<file path="src/rtl/ultrasonic_echo_ranger_macros.svh">
// Assertion macros shared by the echo ranger RTL.
// Used by ultrasonic_echo_ranger.sv; relies on nothing else.
`ifndef ULTRASONIC_ECHO_RANGER_MACROS_SVH
`define ULTRASONIC_ECHO_RANGER_MACROS_SVH

// Same-cycle implication, checked out of reset.
`define UER_ASSERT_NOW(label, clk, rst, ante, cons) \
   label: assert property (@(posedge clk) disable iff (rst) (ante) |-> (cons)) \
      else $error("echo ranger check failed");

// Next-cycle implication, checked out of reset.
`define UER_ASSERT_NEXT(label, clk, rst, ante, cons) \
   label: assert property (@(posedge clk) disable iff (rst) (ante) |=> (cons)) \
      else $error("echo ranger sequence check failed");

`endif

</file>
<file path="src/rtl/uer_pkg.sv">
// Types, codes and constants for the ultrasonic echo ranger.
// Used by ultrasonic_echo_ranger.sv; depends on nothing.
package uer_pkg;

   // Default width of the echo width counter.
   localparam int COUNT_BITS_DEFAULT = 16;

   // Configuration port layout.
   localparam int CSR_INDEX_BITS = 1;
   localparam int CSR_DATA_BITS  = 16;
   localparam logic [CSR_INDEX_BITS-1:0] CSR_TIMEOUT_US    = 1'd0;
   localparam logic [CSR_INDEX_BITS-1:0] CSR_TRIG_PULSE_US = 1'd1;

   // Register reset values.
   localparam logic [15:0] TIMEOUT_US_RESET    = 16'd38400;
   localparam logic [7:0]  TRIG_PULSE_US_RESET = 8'd10;

   // Command codes; any other code is a plain tick.
   localparam logic [1:0] CMD_TICK    = 2'd0;
   localparam logic [1:0] CMD_START   = 2'd1;
   localparam logic [1:0] CMD_CONSUME = 2'd2;

   // Distance scale: mm = (round_time * DIST_MUL) >> DIST_SHIFT.
   localparam logic [13:0] DIST_MUL   = 14'd10882;
   localparam int          DIST_SHIFT = 16;

   typedef enum logic [2:0] {
      PH_IDLE = 3'd0,
      PH_TRIG = 3'd1,
      PH_RISE = 3'd2,
      PH_FALL = 3'd3,
      PH_DONE = 3'd4
   } phase_type;

   typedef enum logic [1:0] {
      ERR_NONE    = 2'd0,
      ERR_TIMEOUT = 2'd1,
      ERR_NOEDGE  = 2'd2,
      ERR_FAST    = 2'd3
   } err_type;

   // One result word.
   typedef struct packed {
      logic        trig_out;
      logic        measuring;
      logic        available;
      logic [15:0] round_time_us;
      logic [13:0] distance_mm;
      err_type     error_code;
   } rsp_type;

endpackage

</file>
<file path="src/rtl/ultrasonic_echo_ranger.sv">
// Ultrasonic echo ranger top level: trigger, echo timing and range result.
// Depends on uer_pkg and ultrasonic_echo_ranger_macros.svh.
//
// Each request word is one microsecond tick carrying a command (tick, start,
// consume) and the sampled echo level. Every accepted request word produces
// exactly one response word giving the trigger pin level, measuring and
// available flags, the last round trip time, the distance in mm and status.
// Configuration words on the csr_ channel set the timeout and trigger length;
// csr_ready is always high and writes belong only to idle periods.
// A response word is registered in the response register, or in the skid
// register while an earlier one waits. Throughput: one word per cycle while
// req_ready is high; state update and multiplier feed the response register.
// The response register is backed by a one-word skid register, so a request
// word is still taken while a response word waits; req_ready drops only once
// both hold words, and comes back as soon as rsp_ready takes one.
// Reset (synchronous, active high) returns the sequencer to idle, clears the
// counters, round time and status, restores the register defaults and
// empties the response path.
`include "ultrasonic_echo_ranger_macros.svh"

module ultrasonic_echo_ranger #(
   parameter int COUNT_BITS = uer_pkg::COUNT_BITS_DEFAULT
) (
   input  logic                               clock,
   input  logic                               reset,
   // Request channel
   input  logic                               req_valid,
   output logic                               req_ready,
   input  logic [1:0]                         req_command,
   input  logic                               req_echo_level,
   // Response channel
   output logic                               rsp_valid,
   input  logic                               rsp_ready,
   output logic                               rsp_trig_out,
   output logic                               rsp_measuring,
   output logic                               rsp_available,
   output logic [15:0]                        rsp_round_time_us,
   output logic [13:0]                        rsp_distance_mm,
   output logic [1:0]                         rsp_error_code,
   // Configuration channel
   input  logic                               csr_valid,
   output logic                               csr_ready,
   input  logic [uer_pkg::CSR_INDEX_BITS-1:0] csr_index,
   input  logic [uer_pkg::CSR_DATA_BITS-1:0]  csr_wdata
);

   localparam int CMP_BITS = (COUNT_BITS > 16) ? COUNT_BITS : 16;

   // Configuration registers
   logic [15:0] timeout_us_ff;
   logic [7:0]  trig_pulse_us_ff;

   // Sequencer state
   uer_pkg::phase_type    phase_ff, phase_in;
   logic                  echo_prev_ff;
   logic [7:0]            pulse_count_ff, pulse_count_in;
   logic [COUNT_BITS-1:0] width_count_ff, width_count_in;
   logic [15:0]           last_round_ff, last_round_in;
   uer_pkg::err_type      status_ff, status_in;

   // Response path
   logic             out_valid_ff, skid_valid_ff;
   uer_pkg::rsp_type out_ff, skid_ff, rsp_new;
   logic             req_accept;
   logic             trig_now;
   logic [29:0]      dist_product;

   assign csr_ready  = 1'b1;
   assign req_ready  = !skid_valid_ff;
   assign req_accept = req_valid && req_ready;

   // Configuration writes.
   always_ff @(posedge clock) begin
      if (reset) begin
         timeout_us_ff    <= uer_pkg::TIMEOUT_US_RESET;
         trig_pulse_us_ff <= uer_pkg::TRIG_PULSE_US_RESET;
      end else if (csr_valid && csr_ready) begin
         case (csr_index)
            uer_pkg::CSR_TIMEOUT_US:    timeout_us_ff    <= csr_wdata[15:0];
            uer_pkg::CSR_TRIG_PULSE_US: trig_pulse_us_ff <= csr_wdata[7:0];
            default: ;
         endcase
      end
   end

   // Next state for one tick: command handling, then the phase step.
   always_comb begin
      logic [CMP_BITS-1:0] width_ext;
      logic [CMP_BITS-1:0] timeout_ext;
      logic                over_timeout;

      phase_in       = phase_ff;
      pulse_count_in = pulse_count_ff;
      width_count_in = width_count_ff;
      last_round_in  = last_round_ff;
      status_in      = status_ff;
      trig_now       = 1'b0;

      width_ext    = CMP_BITS'(width_count_ff);
      timeout_ext  = CMP_BITS'(timeout_us_ff);
      over_timeout = (width_ext > timeout_ext);

      case (req_command)
         uer_pkg::CMD_START: begin
            case (phase_ff)
               uer_pkg::PH_TRIG, uer_pkg::PH_RISE: begin
                  status_in = uer_pkg::ERR_NOEDGE;
               end
               uer_pkg::PH_FALL: begin
                  status_in = over_timeout ? uer_pkg::ERR_TIMEOUT : uer_pkg::ERR_FAST;
               end
               uer_pkg::PH_DONE: begin
                  if (over_timeout) begin
                     status_in = uer_pkg::ERR_TIMEOUT;
                  end else begin
                     status_in     = uer_pkg::ERR_NONE;
                     last_round_in = width_ext[15:0];
                  end
               end
               default: ;
            endcase
            width_count_in = '0;
            pulse_count_in = '0;
            phase_in       = uer_pkg::PH_TRIG;
         end
         uer_pkg::CMD_CONSUME: begin
            if (phase_ff == uer_pkg::PH_DONE) begin
               if (over_timeout) begin
                  status_in = uer_pkg::ERR_TIMEOUT;
               end else begin
                  status_in     = uer_pkg::ERR_NONE;
                  last_round_in = width_ext[15:0];
               end
               width_count_in = '0;
               phase_in       = uer_pkg::PH_IDLE;
            end
         end
         default: ;
      endcase

      case (phase_in)
         uer_pkg::PH_TRIG: begin
            trig_now       = 1'b1;
            pulse_count_in = pulse_count_in + 8'd1;
            if (pulse_count_in >= trig_pulse_us_ff) begin
               phase_in = uer_pkg::PH_RISE;
            end
         end
         uer_pkg::PH_RISE: begin
            if (req_echo_level && !echo_prev_ff) begin
               width_count_in = COUNT_BITS'(1);
               phase_in       = uer_pkg::PH_FALL;
            end
         end
         uer_pkg::PH_FALL: begin
            if (req_echo_level) begin
               if (width_count_in != '1) begin
                  width_count_in = width_count_in + COUNT_BITS'(1);
               end
            end else begin
               phase_in = uer_pkg::PH_DONE;
            end
         end
         uer_pkg::PH_IDLE, uer_pkg::PH_DONE: ;
         default: phase_in = uer_pkg::PH_IDLE;
      endcase
   end

   // Result word built from the state after this tick.
   assign dist_product = 30'(last_round_in) * 30'(uer_pkg::DIST_MUL);

   always_comb begin
      rsp_new.trig_out      = trig_now;
      rsp_new.measuring     = (phase_in == uer_pkg::PH_TRIG) ||
                              (phase_in == uer_pkg::PH_RISE) ||
                              (phase_in == uer_pkg::PH_FALL);
      rsp_new.available     = (phase_in == uer_pkg::PH_DONE);
      rsp_new.round_time_us = last_round_in;
      rsp_new.distance_mm   = dist_product[uer_pkg::DIST_SHIFT +: 14];
      rsp_new.error_code    = status_in;
   end

   // Sequencer state registers advance once per accepted word.
   always_ff @(posedge clock) begin
      if (reset) begin
         phase_ff       <= uer_pkg::PH_IDLE;
         echo_prev_ff   <= 1'b0;
         pulse_count_ff <= '0;
         width_count_ff <= '0;
         last_round_ff  <= '0;
         status_ff      <= uer_pkg::ERR_NONE;
      end else if (req_accept) begin
         phase_ff       <= phase_in;
         echo_prev_ff   <= req_echo_level;
         pulse_count_ff <= pulse_count_in;
         width_count_ff <= width_count_in;
         last_round_ff  <= last_round_in;
         status_ff      <= status_in;
      end
   end

   // Response register with a one-word skid register behind it.
   always_ff @(posedge clock) begin
      if (reset) begin
         out_valid_ff  <= 1'b0;
         skid_valid_ff <= 1'b0;
      end else if (rsp_ready || !out_valid_ff) begin
         if (skid_valid_ff) begin
            out_valid_ff  <= 1'b1;
            skid_valid_ff <= 1'b0;
         end else begin
            out_valid_ff <= req_accept;
         end
      end else if (req_accept) begin
         skid_valid_ff <= 1'b1;
      end
   end

   always_ff @(posedge clock) begin
      if (rsp_ready || !out_valid_ff) begin
         out_ff <= skid_valid_ff ? skid_ff : rsp_new;
      end else if (req_accept) begin
         skid_ff <= rsp_new;
      end
   end

   assign rsp_valid         = out_valid_ff;
   assign rsp_trig_out      = out_ff.trig_out;
   assign rsp_measuring     = out_ff.measuring;
   assign rsp_available     = out_ff.available;
   assign rsp_round_time_us = out_ff.round_time_us;
   assign rsp_distance_mm   = out_ff.distance_mm;
   assign rsp_error_code    = out_ff.error_code;

   // The skid register only fills behind a held response word.
   `UER_ASSERT_NOW(a_skid_behind_out, clock, reset, skid_valid_ff, out_valid_ff)
   // A response word never shows the trigger high outside a measurement.
   `UER_ASSERT_NOW(a_trig_in_measure, clock, reset, rsp_valid && rsp_trig_out, rsp_measuring)
   // A finished pulse and a running measurement exclude each other.
   `UER_ASSERT_NOW(a_avail_excl, clock, reset, rsp_valid && rsp_available, !rsp_measuring)
   // A start always leaves the sequencer in the trigger pulse or the rise wait.
   `UER_ASSERT_NEXT(a_start_phase, clock, reset,
      req_accept && (req_command == uer_pkg::CMD_START),
      (phase_ff == uer_pkg::PH_TRIG) || (phase_ff == uer_pkg::PH_RISE))

endmodule
</file>
<file path="config.mk">
export PLATFORM = sky130hd
export DESIGN_NAME = ultrasonic_echo_ranger
export DESIGN_NICKNAME = d
export VERILOG_FILES = /design/src/rtl/uer_pkg.sv /design/src/rtl/ultrasonic_echo_ranger.sv
export VERILOG_INCLUDE_DIRS = /design/src /design/src/rtl
export SDC_FILE = /design/constraint.sdc
export NUM_CORES = 1
export LEC_CHECK = 0
export ABC_AREA = 1
export BUFFER_PORTS_ARGS = -buffer_cell sky130_fd_sc_hd__buf_4
export CORE_UTILIZATION = 25
export DETAILED_ROUTE_END_ITERATION = 16
export PLACE_DENSITY = 0.4
export RECOVER_POWER = 50
export REMOVE_ABC_BUFFERS = 1
export SLEW_MARGIN = 30
export SYNTH_ARGS = -nofsm -noshare
export SYNTH_HDL_FRONTEND = slang
export SYNTH_SLANG_ARGS = --single-unit
export TNS_END_PERCENT = 5
</file>
<file path="constraint.sdc">
create_clock -name clock -period 7.1 [get_ports clock]
set_input_delay 1.065 -clock clock [delete_from_list [all_inputs] [get_ports clock]]
set_output_delay 1.065 -clock clock [all_outputs]
set_load 0.05 [all_outputs]
</file>
==> summary.md <==
| Metric | Value |
|---|---|
| Sequential fraction of the synthesis area | 0.3629 |
| Setup bufs post-CTS | 0 |
| Placer congestion estimate | 0.8204 |
| Die Width | 199.6 µm |
| Failing checks | capacitance limit, slew limit |
| Slew margin rel. | -0.9990 |
| Synth unique cells | 52 |
| Critical path peak fanout | 16 |
| Final WS setup | 0.6389 ns |
| H-tree depth | 4 |
| Ports | 63 |
| Worst r2r src | width_count_ff[13] |
| Unrepaired setup endpoints after global routing | no |
| Clock Skews | 0.01392 ns |
| Mean post-synth cell area | 8.240 µm² |
| Peak supply drop | 155.8 µV |
| Core area | 0.03856 mm² |
| CTS max path bufs | 2 |
| R2R setup slack | 0.65 ns |
| Worst R2R Path Depth | 26 |
| Register area | 0.003543 mm² |
| Drt drc | 0 |
| Filler cell count in the final layout | 4271 |
| Layout Nets | 1402 |
| Final period util | 0.9100 |
| Root buf cell | clkbuf_16 |
| Detailed Place HPWL | 18240 µm |
| Final Critical Period | 6.461 ns |
| Number of core rows | 72 |
| Ys async rst share | 0 |
| Worst EP arrival | 6.65 ns |
| Status | finished, violations left |
| CTS hold repair buffers | 0 |
| Hold Path End | timeout_us_ff[8] |
| CTS tree | done |
| RR Endpoint | skid_ff[15] |
| Worst-path clk slew | 0.06 ns |
| Setup TNS | 0 ns |
| ANT cells | 0 |
| Vias/cell | 4.329 |
| Routed WL | 24420 µm |
| Synthesized area | 0.009764 mm² |
| Largest net degree at the start of global routing | 73 |
| Sink Count | 142 |
| First-pass GRT wire length | 39830 µm |
| Initial antenna violation count | 0 |
| Drt first pass iters | 5 |
| Final setup fails | 0 |
| Fmax | 154.8 MHz |
| Max Cap Viol | 3 |
| Number of buffers created by CTS | 17 |
| DRT antenna net count | 0 |
| Top_reg_cell synth | dfxtp_1 |
| LEAKAGE | 5.210 nW |
| Area of the multi-input gates | 0.005278 mm² |
| Worst-margin pin slew | 2.999 ns |
| EDFF count, synth | 70 |
| Crit Path Class | in -> reg |
| CP Data Required Time | 7.29 ns |
| Post-synthesis cell count | 1185 |
| Clk Latency, worst-skew pair | 0.44 ns |
| Die area | 0.03985 mm² |
| Layout cells sized above 1 | 0.09539 |
| Yosys reg bits | 142 |
| Initial DRC count | 313 |
| Pwr Density | 270.9 mW/mm² |
| Origin of the worst min-delay path | timeout_us_ff[8] |
| Crit end category | flop |
| Setup WS pre-CTS | 0.1896 ns |
| Post-CTS sizing | 0 |
| Die Height | 199.6 µm |
| Fin. Hold Viols | 0 |
| Crit start category | primary input |
| Hold Slack | 0.4635 ns |
| Final Slew Violations | 168 |
| Starting Density | 0.2532 |
| Hold Path Stages | 2 |
| All-layer global routing usage | 0.1298 |
| Synth-to-Final Area Change | 15.33% |
| Wire length per cell | 13.75 µm |
| PortBufs | 61 |
| Via count | 7689 |
| Min-Delay Path Class | reg -> reg |
| Syn. warnings | 0 |
| Grt ovf | 0 |
| Vias in the first global route | 7647 |
-- metrics by stage --
| stage | area [µm²] | total power, mW | cells | util |
|---|---|---|---|---|
| after floorplan | 9604 | 1.922 | 1148 | - |
| after global placement | 10850 | 2.264 | 1744 | 0.2815 |
| after detailed placement | 10850 | 2.243 | 1744 | 0.2815 |
| after CTS | 11420 | 3.156 | 1776 | 0.2963 |
| after global routing | 11260 | 3.292 | 1776 | 0.2921 |
| final | 11260 | 3.050 | 1776 | 0.2921 |
-- cells in the mapped netlist (14+ instances only) --
cell	instances	area share
o21ai_0	110	0.056
fa_1	27	0.055
clkbuf_1	29	0.011
inv_1	200	0.077
a31oi_1	20	0.013
o211ai_1	24	0.018
ha_1	105	0.13
xor2_1	16	0.014
nand3_1	51	0.026
nand2_1	208	0.080
a21oi_1	64	0.033
dfxtp_1	72	0.15
nor3_1	14	0.0072
edfxtp_1	70	0.22
nor2_1	72	0.028
-- report_power, final --
group / internal, mW / switching, mW
logic: 0.346 / 0.794
clock network: 0.501 / 0.376
registers: 0.998 / 0.0345
-- placed cells by master, fill, tap and decap left out, types with 4 or more instances in the layout --
cell type,count
a21oi_1,64
nand4_1,11
clkbuf_16,19
fa_1,27
dfxtp_1,72
nand2_1,209
a31oi_1,20
nand3_1,51
nor2_1,70
clkbuf_1,45
o21ai_0,110
edfxtp_1,70
o211ai_1,24
inv_2,9
nor2_4,12
ha_1,105
inv_1,201
and2_1,4
nand2_2,11
nor3_1,14
nand2_4,5
xor2_1,16
buf_4,32
-- routing by layer --
layer / wire (µm) / vias to the layer above / GRT usage / part of all wire
li1: - / 4038 / - / -
met1: 12070 / 3517 / 0.1702 / 0.49
met2: 11370 / 111 / 0.2123 / 0.47
met3: 655 / 23 / 0.02633 / 0.027
met4: 334 / 0 / 0.04100 / 0.014
met5: 0 / - / 0 / 0
-- worst max path at each step --
| stage | cells after the start | from | to | slack, ns |
|---|---|---|---|---|
| 2_1_floorplan | 22 | req_command[0] | skid_ff[14] | 0.85 |
| 3_3_place_gp | 26 | req_command[0] | skid_ff[15] | 0.19 |
| 3_5_place_dp | 26 | req_command[0] | skid_ff[15] | 0.19 |
| 4_1_cts | 26 | width_count_ff[13] | skid_ff[15] | 0.57 |
| 5_1_grt | 26 | width_count_ff[13] | skid_ff[15] | 0.16 |
| 6_report | 26 | req_command[0] | skid_ff[15] | 0.64 |
-- critical path, cell delays in order --
cell	delay [ns]
clkbuf_1	0.10
inv_1	0.05
ha_1	0.34
inv_2	0.12
nand2_4	0.08
inv_1	0.13
nand2_4	0.13
inv_1	0.34
nand2_1	0.10
o21ai_0	0.11
inv_1	0.21
ha_1	0.33
inv_1	0.05
fa_1	0.47
fa_1	0.51
inv_1	0.04
ha_1	0.29
ha_1	0.30
ha_1	0.39
a21oi_1	0.22
inv_1	0.06
a21oi_1	0.21
nor2_1	0.06
a2111oi_0	0.57
nand3_1	0.17
and2_1	0.20
-- registers in the layout, indices dropped and copies added (netlist names) --
signal / cells
echo_prev_ff: 1
last_round_ff: 16
phase_ff: 3
pulse_count_ff: 8
rsp_available: 1
rsp_distance_mm: 14
rsp_error_code: 2
rsp_measuring: 1
rsp_round_time_us: 16
rsp_trig_out: 1
rsp_valid: 1
skid_ff: 35
skid_valid_ff: 1
status_ff: 2
timeout_us_ff: 16
trig_pulse_us_ff: 8
width_count_ff: 16
-- final cells by class --
type / count / area share
Clock inverter: 10 / 0.006556
Tap cell: 518 / 0.05756
Timing Repair Buffer: 78 / 0.03767
Sequential cell: 142 / 0.3147
Inverter: 212 / 0.07078
Multi-Input combinational cell: 794 / 0.4687
Clock buffer: 22 / 0.04411
-- cells by family (layout without fill, tap and decap cells) --
| logic type | count (synthesis) | count (layout) | synth area share |
|---|---|---|---|
| compound gates | 239 | 239 | 0.1383 |
| xor+xnor | 21 | 21 | 0.02114 |
| fa+ha+maj | 132 | 132 | 0.1899 |
| buf+inv | 249 | 322 | 0.09790 |
| flops | 142 | 142 | 0.3629 |
| other cells | 1 | 1 | 0.0003840 |
| simple gates | 401 | 401 | 0.1895 |
Power figures use the tool's default switching activity.
